$ cat src/rtl/core/ssw_pkg.sv
`timescale 1ns / 1ps
// ----------------------------------------------------------------------------
// Safety supervisor package
// Item types, configuration and state records, event and error codes.
// ----------------------------------------------------------------------------
package ssw_pkg;

   // history ring
   localparam int unsigned HIST_DEPTH = 8;
   localparam int unsigned HIST_PTR_W = (HIST_DEPTH > 1) ? $clog2(HIST_DEPTH) : 1;

   // event codes
   localparam logic [2:0] FUNC_TICK         = 3'd0;
   localparam logic [2:0] FUNC_EXT_FAULT    = 3'd1;
   localparam logic [2:0] FUNC_CLEAR        = 3'd2;
   localparam logic [2:0] FUNC_COMM_REFRESH = 3'd3;
   localparam logic [2:0] FUNC_TASK_REFRESH = 3'd4;
   localparam logic [2:0] FUNC_STATUS       = 3'd5;
   localparam logic [2:0] FUNC_STOP         = 3'd6;

   // error codes
   localparam logic [3:0] CODE_NONE     = 4'd0;
   localparam logic [3:0] CODE_BATTERY  = 4'd1;
   localparam logic [3:0] CODE_WATCHDOG = 4'd2;

   // register indexes
   localparam logic [1:0] CSR_COMM_TIMEOUT = 2'd0;
   localparam logic [1:0] CSR_WDOG_TIMEOUT = 2'd1;
   localparam logic [1:0] CSR_BATT_WARN    = 2'd2;
   localparam logic [1:0] CSR_BATT_CRIT    = 2'd3;

   localparam logic [15:0] COUNT_MAX = 16'hFFFF;

   typedef struct packed {
      logic [2:0]  func;
      logic [15:0] supply_mv;
      logic        battery_present;
      logic [3:0]  fault_code;
      logic [2:0]  history_slot;
   } req_item_type;

   typedef struct packed {
      logic        fault_latched;
      logic [3:0]  last_error_code;
      logic [15:0] fault_total;
      logic        battery_good;
      logic        link_good;
      logic        stop_request;
      logic [3:0]  reported_code;
      logic        clear_accepted;
      logic [3:0]  history_code;
   } rsp_item_type;

   typedef struct packed {
      logic [15:0] comm_timeout_ticks;
      logic [15:0] watchdog_timeout_ticks;
      logic [15:0] warn_level_mv;
      logic [15:0] crit_level_mv;
   } cfg_type;

   typedef struct packed {
      logic                  fault_flag;
      logic [3:0]            latched_code;
      logic [15:0]           fault_counter;
      logic [15:0]           link_counter;
      logic [15:0]           task_counter;
      logic                  battery_flag;
      logic                  link_flag;
      logic [HIST_PTR_W-1:0] hist_ptr;
   } sup_state_type;

   // per-event outcome beside the state update
   typedef struct packed {
      logic                  stop_request;
      logic [3:0]            reported_code;
      logic                  clear_accepted;
      logic                  hist_we;
      logic [HIST_PTR_W-1:0] hist_addr;
      logic [3:0]            hist_code;
   } evt_result_type;

   function automatic logic [15:0] sat_inc(input logic [15:0] v);
      return (v == COUNT_MAX) ? v : v + 16'd1;
   endfunction

endpackage

$ cat src/rtl/core/ssw_eval.sv
`timescale 1ns / 1ps
// ----------------------------------------------------------------------------
// Safety supervisor event evaluation
// Applies one event to the supervisor state: next state and event outcome.
// ----------------------------------------------------------------------------
module ssw_eval (
   input  ssw_pkg::cfg_type        cfg,
   input  ssw_pkg::sup_state_type  cur,
   input  ssw_pkg::req_item_type   item,
   output ssw_pkg::sup_state_type  nxt,
   output ssw_pkg::evt_result_type evt
);
   import ssw_pkg::*;

   logic       raise;
   logic [3:0] raise_code;

   always_comb begin
      nxt        = cur;
      raise      = 1'b0;
      raise_code = CODE_NONE;
      evt        = '0;

      unique case (item.func)
         FUNC_TICK: begin
            if (item.battery_present && (item.supply_mv < cfg.crit_level_mv)) begin
               raise      = 1'b1;
               raise_code = CODE_BATTERY;
            end else begin
               if (item.battery_present) begin
                  nxt.battery_flag = (item.supply_mv >= cfg.warn_level_mv);
               end
               if (cur.link_counter >= cfg.comm_timeout_ticks) begin
                  nxt.link_flag = 1'b0;
               end
               if (cur.task_counter >= cfg.watchdog_timeout_ticks) begin
                  raise      = 1'b1;
                  raise_code = CODE_WATCHDOG;
               end else begin
                  nxt.link_counter = sat_inc(cur.link_counter);
                  nxt.task_counter = sat_inc(cur.task_counter);
               end
            end
         end
         FUNC_EXT_FAULT: begin
            raise      = 1'b1;
            raise_code = item.fault_code;
         end
         FUNC_CLEAR: begin
            if (cur.battery_flag && cur.link_flag) begin
               nxt.fault_flag     = 1'b0;
               nxt.latched_code   = CODE_NONE;
               nxt.task_counter   = '0;
               evt.clear_accepted = 1'b1;
            end
         end
         FUNC_COMM_REFRESH: begin
            nxt.link_counter = '0;
            nxt.link_flag    = 1'b1;
         end
         FUNC_TASK_REFRESH: begin
            nxt.task_counter = '0;
         end
         FUNC_STOP: begin
            evt.stop_request = 1'b1;
         end
         default: begin
            // status read and spare code: no effect
         end
      endcase

      // a fault only latches when none is active
      if (raise) begin
         evt.stop_request  = 1'b1;
         evt.reported_code = raise_code;
         if (!cur.fault_flag) begin
            nxt.fault_flag    = 1'b1;
            nxt.latched_code  = raise_code;
            nxt.fault_counter = sat_inc(cur.fault_counter);
            evt.hist_we       = 1'b1;
            evt.hist_addr     = cur.hist_ptr;
            evt.hist_code     = raise_code;
            nxt.hist_ptr      = (cur.hist_ptr == HIST_PTR_W'(HIST_DEPTH - 1)) ?
                                '0 : cur.hist_ptr + 1'b1;
         end
      end
   end

endmodule

$ cat src/rtl/core/safety_supervisor_watchdog.sv
`timescale 1ns / 1ps
// ----------------------------------------------------------------------------
// Safety supervisor with watchdog
// Battery, link and task supervision with fault latch and fault history ring.
// ----------------------------------------------------------------------------
// One event item in, one status item out. An accepted item sits in the input
// register, is evaluated there against the supervisor state in a single pass
// of compares and saturating increments, and the status is written to the
// result register once that register is free or emptying. rsp_valid comes
// from the result register; throughput is one item per cycle while rsp_ready
// holds, set by the state update loop. The input stage keeps taking items
// while a result waits, until both stages are full. Thresholds and timeouts
// come from four registers on the csr_ port; the user must write them only
// while the block is idle, which the block itself does not enforce. The
// status fields show the state after the event; history_code reads the ring
// entry chosen by history_slot, including an entry written by the same item.
// ----------------------------------------------------------------------------
module safety_supervisor_watchdog (
   input  logic                  clock,
   input  logic                  reset,
   // event items
   input  logic                  req_valid,
   output logic                  req_ready,
   input  ssw_pkg::req_item_type req_item,
   // status items
   output logic                  rsp_valid,
   input  logic                  rsp_ready,
   output ssw_pkg::rsp_item_type rsp_item,
   // configuration writes
   input  logic                  csr_we,
   input  logic [1:0]            csr_index,
   input  logic [15:0]           csr_wdata
);
   import ssw_pkg::*;

   // configuration
   cfg_type        cfg_ff;

   // input stage
   logic           in_valid_ff;
   req_item_type   in_item_ff;

   // supervisor state and fault history
   sup_state_type  state_ff;
   sup_state_type  state_in;
   evt_result_type evt;
   logic [3:0]     hist_ff [HIST_DEPTH];

   // result stage
   logic           rsp_valid_ff;
   rsp_item_type   rsp_item_ff;
   rsp_item_type   rsp_item_in;

   logic           advance;
   logic           slot_in_range;
   logic [HIST_PTR_W-1:0] slot_idx;

   // the evaluation stage moves when the result register is free or emptying
   assign advance   = in_valid_ff && (!rsp_valid_ff || rsp_ready);
   assign req_ready = !in_valid_ff || advance;

   assign rsp_valid = rsp_valid_ff;
   assign rsp_item  = rsp_item_ff;

   // configuration registers
   always_ff @(posedge clock) begin
      if (reset) begin
         cfg_ff.comm_timeout_ticks     <= 16'd500;
         cfg_ff.watchdog_timeout_ticks <= 16'd1000;
         cfg_ff.warn_level_mv          <= 16'd3300;
         cfg_ff.crit_level_mv          <= 16'd3000;
      end else if (csr_we) begin
         unique case (csr_index)
            CSR_COMM_TIMEOUT: cfg_ff.comm_timeout_ticks     <= csr_wdata;
            CSR_WDOG_TIMEOUT: cfg_ff.watchdog_timeout_ticks <= csr_wdata;
            CSR_BATT_WARN:    cfg_ff.warn_level_mv          <= csr_wdata;
            CSR_BATT_CRIT:    cfg_ff.crit_level_mv          <= csr_wdata;
            default: begin
            end
         endcase
      end
   end

   // input register
   always_ff @(posedge clock) begin
      if (reset) begin
         in_valid_ff <= 1'b0;
      end else if (req_ready) begin
         in_valid_ff <= req_valid;
      end
   end

   always_ff @(posedge clock) begin
      if (req_valid && req_ready) begin
         in_item_ff <= req_item;
      end
   end

   // event evaluation
   ssw_eval u_eval (
      .cfg  (cfg_ff),
      .cur  (state_ff),
      .item (in_item_ff),
      .nxt  (state_in),
      .evt  (evt)
   );

   always_ff @(posedge clock) begin
      if (reset) begin
         state_ff <= '{fault_flag:    1'b0,
                       latched_code:  CODE_NONE,
                       fault_counter: '0,
                       link_counter:  '0,
                       task_counter:  '0,
                       battery_flag:  1'b1,
                       link_flag:     1'b1,
                       hist_ptr:      '0};
      end else if (advance) begin
         state_ff <= state_in;
      end
   end

   // history ring, cleared by reset
   always_ff @(posedge clock) begin
      if (reset) begin
         for (int i = 0; i < HIST_DEPTH; i++) begin
            hist_ff[i] <= CODE_NONE;
         end
      end else if (advance && evt.hist_we) begin
         hist_ff[evt.hist_addr] <= evt.hist_code;
      end
   end

   // readback of the chosen slot; an entry written by this item is passed on
   assign slot_in_range = (32'(in_item_ff.history_slot) < HIST_DEPTH);
   assign slot_idx      = HIST_PTR_W'(in_item_ff.history_slot);

   always_comb begin
      rsp_item_in.fault_latched   = state_in.fault_flag;
      rsp_item_in.last_error_code = state_in.latched_code;
      rsp_item_in.fault_total     = state_in.fault_counter;
      rsp_item_in.battery_good    = state_in.battery_flag;
      rsp_item_in.link_good       = state_in.link_flag;
      rsp_item_in.stop_request    = evt.stop_request;
      rsp_item_in.reported_code   = evt.reported_code;
      rsp_item_in.clear_accepted  = evt.clear_accepted;
      if (!slot_in_range) begin
         rsp_item_in.history_code = CODE_NONE;
      end else if (evt.hist_we && (evt.hist_addr == slot_idx)) begin
         rsp_item_in.history_code = evt.hist_code;
      end else begin
         rsp_item_in.history_code = hist_ff[slot_idx];
      end
   end

   // result register
   always_ff @(posedge clock) begin
      if (reset) begin
         rsp_valid_ff <= 1'b0;
      end else if (advance) begin
         rsp_valid_ff <= 1'b1;
      end else if (rsp_ready) begin
         rsp_valid_ff <= 1'b0;
      end
   end

   always_ff @(posedge clock) begin
      if (advance) begin
         rsp_item_ff <= rsp_item_in;
      end
   end

`ifndef NO_ASSERTIONS
   // fault total never goes back outside reset
   a_fault_total_monotonic: assert property (@(posedge clock) disable iff (reset)
      !reset |=> state_ff.fault_counter >= $past(state_ff.fault_counter))
      else $error("fault counter decreased");

   // a newly latched fault counts up by one unless saturated
   a_latch_counts: assert property (@(posedge clock) disable iff (reset)
      (advance && evt.hist_we && (state_ff.fault_counter != COUNT_MAX)) |=>
      (state_ff.fault_counter == $past(state_ff.fault_counter) + 16'd1))
      else $error("latched fault not counted");

   // any reported fault demands a stop
   a_report_stops: assert property (@(posedge clock) disable iff (reset)
      (rsp_valid_ff && (rsp_item_ff.reported_code != CODE_NONE)) |->
      rsp_item_ff.stop_request)
      else $error("reported fault without stop request");

   // a granted clear leaves no latched fault
   a_clear_drops_fault: assert property (@(posedge clock) disable iff (reset)
      (rsp_valid_ff && rsp_item_ff.clear_accepted) |->
      (!rsp_item_ff.fault_latched && (rsp_item_ff.last_error_code == CODE_NONE)))
      else $error("clear granted but fault still latched");
`endif

endmodule
$ cat config.mk
export PLATFORM = sky130hd
export DESIGN_NAME = safety_supervisor_watchdog
export DESIGN_NICKNAME = d
export VERILOG_FILES = /design/src/rtl/core/ssw_pkg.sv /design/src/rtl/core/ssw_eval.sv /design/src/rtl/core/safety_supervisor_watchdog.sv
export SDC_FILE = /design/constraint.sdc
export NUM_CORES = 1
export LEC_CHECK = 0
export ABC_AREA = 1
export BUFFER_PORTS_ARGS = -buffer_cell sky130_fd_sc_hd__buf_4
export CAP_MARGIN = 10
export CORE_ASPECT_RATIO = 1.25
export CORE_UTILIZATION = 35
export CTS_CLUSTER_SIZE = 12
export DETAILED_ROUTE_END_ITERATION = 10
export PLACE_DENSITY = 0.55
export SLEW_MARGIN = 5
export SYNTH_ARGS = -nofsm -noshare
export SYNTH_HDL_FRONTEND = slang
export SYNTH_SLANG_ARGS = --single-unit
$ cat constraint.sdc
create_clock -name clock -period 2.5 [get_ports clock]
set_clock_uncertainty 0.2 [all_clocks]
set_input_delay 0.25 -clock clock [delete_from_list [all_inputs] [get_ports clock]]
set_output_delay 0.25 -clock clock [all_outputs]
set_load 0.005 [all_outputs]
==> out/metrics.cfg <==
[sta]
worst_pin_slew_ns=0.6893
finalHoldViolations=0
slew_headroom=0.5404
max_freq_ghz=0.4026
finalSetupViolations=0
rsz0062_at_grt=true
slew_viol_final=0
period_minus_slack_ns=2.484
finalCritPeriodShare=0.9936

[status]
status=complete, no violations

[placement]
dpl.hpwl_um=20670
dpl_cell_area_um2=13040
io_buffer_count=84
gp_congestion=0.8318

[die]
rows=73
fp.dieH_um=204.2
start_util=0.3582
die_w_um=163.8
dieArea_um2=33450
pin_count=85
core_region_area_um2=31970

[finish]
postLayoutCoreUtil=0.4653
diodes=0
final_cell_area_um2=14880
drive_gt1_frac=0.2053
syn2layout_area_growth_pct=29.91
nets=1732
fillCellCount=3127

[critical_path]
crit_path_max_fanout=7
worst_setup_path_start_kind=flip-flop
worst_path_most_repeated_cell=nand3_4
critPathBufInv=0
cp_top_family=simple AND/OR/NAND/NOR gates
crit_chain=ha_4 > a21oi_1 > o21ai_1 > a21oi_4 > nand3_4 > nand3_4 > nand3_4 > nor2_4 > nand2_1 > nand2_2
crit_type=flip-flop to flip-flop
slowest_delay_ns=0.45
critPathSlowestCell=edfxtp_1
critical_path_required_ns=2.52
cp-end-kind=flip-flop
arrival_ns=2.51

[global_routing]
grt_pass1_wl_um=47390
antenna_found_initial=0
grt_pass1_vias=9641
grtUsageTotal=0.1772
grt-ovfl-total=0
grt_start_max_net_pins=56

[synthesis]
ys.flop_type=dfxtp_1
seq_area_frac_synth=0.4633
synth_most_common_cell=nand2_1
synth-seq-cells=219
synth_commonest_cells=nand2_1, inv_1, dfxtp_1
syn_area_per_cell_um2=8.075
synth_top_area_cell=edfxtp_1
synth_area_leaders=edfxtp_1, dfxtp_1, nand2_1
synth_top_area_frac=0.2413
synthCells=1418
synth_edf_count=92
synth.distinct_cells=45
ys_async_sr_fraction=0
yosysWarnings=0
syn-num-nets=1536
syn_area_um2=11450

[clock_network]
cts_tree=done
cts-root-buf=clkbuf_16
cts_buffer_depth=3
cts.clk_slew.worst_paths_ns=0.06
cts.sinks=219
h-tree-depth=1
worstSkewPairLatency_ns=0.52
cts_inserted_buffers=25

[power]
p_total_mw=8.805
p_per_area_nw_per_um2=591.9
p_leak_nw=6.422
irDropWorstVdd_v=0.0005321

[min_path]
hold_class=input port to flip-flop

[routing]
drt_iter0_markers=458
drc=0
firstDrtPassIters=5
vias_per_cell=4.852
routedWlPerCell_um=14.47
num_vias=9917
final_antenna_net_count=0
wirelength_um=29570

[flow_run]
drv_cap=0

[per-stage QoR]
stage | hold WS (ns) | setup WS [ns] | cells | TNS (ns)
floorplan | 0.1489 | 0.01740 | 1418 | 0
global placement | 0.2282 | -0.06854 | 1945 | -3.133
detailed placement | 0.2294 | -0.1332 | 1945 | -5.867
CTS | 0.02320 | -0.009557 | 2037 | -0.03518
global route | 0.05194 | -0.08822 | 2044 | -5.463
finish | 0.05036 | 0.01605 | 2044 | 0
[cell usage in the layout, fill, tap and decap left out, types with 3 or more instances in the layout]
| cell type | n |
|---|---|
| a21oi_1 | 121 |
| a21oi_2 | 5 |
| a32o_1 | 4 |
| buf_12 | 7 |
| buf_4 | 164 |
| bufinv_16 | 4 |
| clkbuf_1 | 8 |
| clkbuf_16 | 25 |
| clkinv_2 | 4 |
| dfxtp_1 | 124 |
| dfxtp_2 | 3 |
| dlygate4sd3_1 | 45 |
| edfxtp_1 | 92 |
| ha_1 | 58 |
| ha_4 | 10 |
| inv_1 | 174 |
| inv_2 | 15 |
| nand2_1 | 290 |
| nand2_2 | 22 |
| nand2_4 | 12 |
| nand3_1 | 47 |
| nand3_2 | 11 |
| nand3_4 | 7 |
| nand4_1 | 12 |
| nor2_1 | 102 |
| nor2_2 | 5 |
| nor2_4 | 5 |
| nor3_1 | 34 |
| nor3_2 | 17 |
| nor4_1 | 4 |
| o211ai_1 | 18 |
| o21ai_0 | 101 |
| o21ai_1 | 14 |
| o22ai_1 | 4 |
| or2_2 | 4 |
| xnor2_1 | 5 |
| xor2_1 | 27 |
[worst register-to-register path, cell delays in order, from the launching register on]
cell,delay (ns)
edfxtp_1,0.45
ha_4,0.27
a21oi_1,0.15
o21ai_1,0.13
a21oi_4,0.21
nand3_4,0.11
nand3_4,0.18
nand3_4,0.13
nor2_4,0.16
nand2_1,0.10
nand2_2,0.11
[state kept, by name, summed over array words and instances (netlist names), named ones only]
| register | count |
|---|---|
| cfg_ff | 64 |
| hist_ff | 32 |
| in_item_ff | 24 |
| in_valid_ff | 1 |
| rsp_item | 33 |
| rsp_valid | 1 |
| slot_idx | 3 |
| state_ff | 58 |
[where the power goes]
group | internal, mW | switching (mW) | leakage, nW
clock | 2.28 | 1.45 | 0.400
combinational | 0.458 | 0.628 | 4.07
sequential | 3.91 | 0.0851 | 1.95
total | 6.64 | 2.16 | 6.42
[layout make-up]
cell class                 count  area [um2]  area share
clock inverter                11       155.1     0.01043
inverter                     191       726.9     0.04887
timing repair buffer         219        1859      0.1250
clock buffer                  34       669.4     0.04500
tap                          412       515.5     0.03465
sequential                   219        5309      0.3569
multi-input combinational    958        5640      0.3792
[layer usage]
metal | GRT usage | up-vias | routed length (um)
li1 | - | 5109 | -
met1 | 0.2115 | 4533 | 12640
met2 | 0.3258 | 230 | 14910
met3 | 0.02557 | 45 | 1388
met4 | 0.04927 | 0 | 628
met5 | 0 | - | 0
[path summary, 6_finish.rpt]
path         slack [ns]            from  cells after the start             to
max                0.02  in_item_ff[21]                     10  hist_ff[7][2]
max reg2reg        0.02  in_item_ff[21]                     10  hist_ff[7][2]
min                0.05    csr_index[0]                      4     cfg_ff[27]
min reg2reg        0.25      cfg_ff[33]                      2     cfg_ff[33]
[kinds of logic (layout without fill, tap and decap cells)]
group / count (synthesis) / after routing / synth area share
AND/OR/NAND/NOR: 580 / 580 / 0.2248
AO/OA/AOI/OAI: 278 / 278 / 0.1305
buffers and inverters: 241 / 455 / 0.08271
flip-flops: 219 / 219 / 0.4633
adder cells (fa/ha/maj): 68 / 68 / 0.07430
XOR/XNOR: 32 / 32 / 0.02448
[what timing repair did]
| action | in CTS | in global routing |
|---|---|---|
| gates resized for setup | 15 | 96 |
| hold buffers | 45 | 0 |
| setup buffers | 2 | 7 |
| endpoints found under the hold margin | 96 | 0 |
| cloned | 0 | 0 |
| setup endpoints to repair | 135 | 146 |
| pin swaps | 3 | 29 |
No activity file was read; power rests on OpenSTA's default activity.
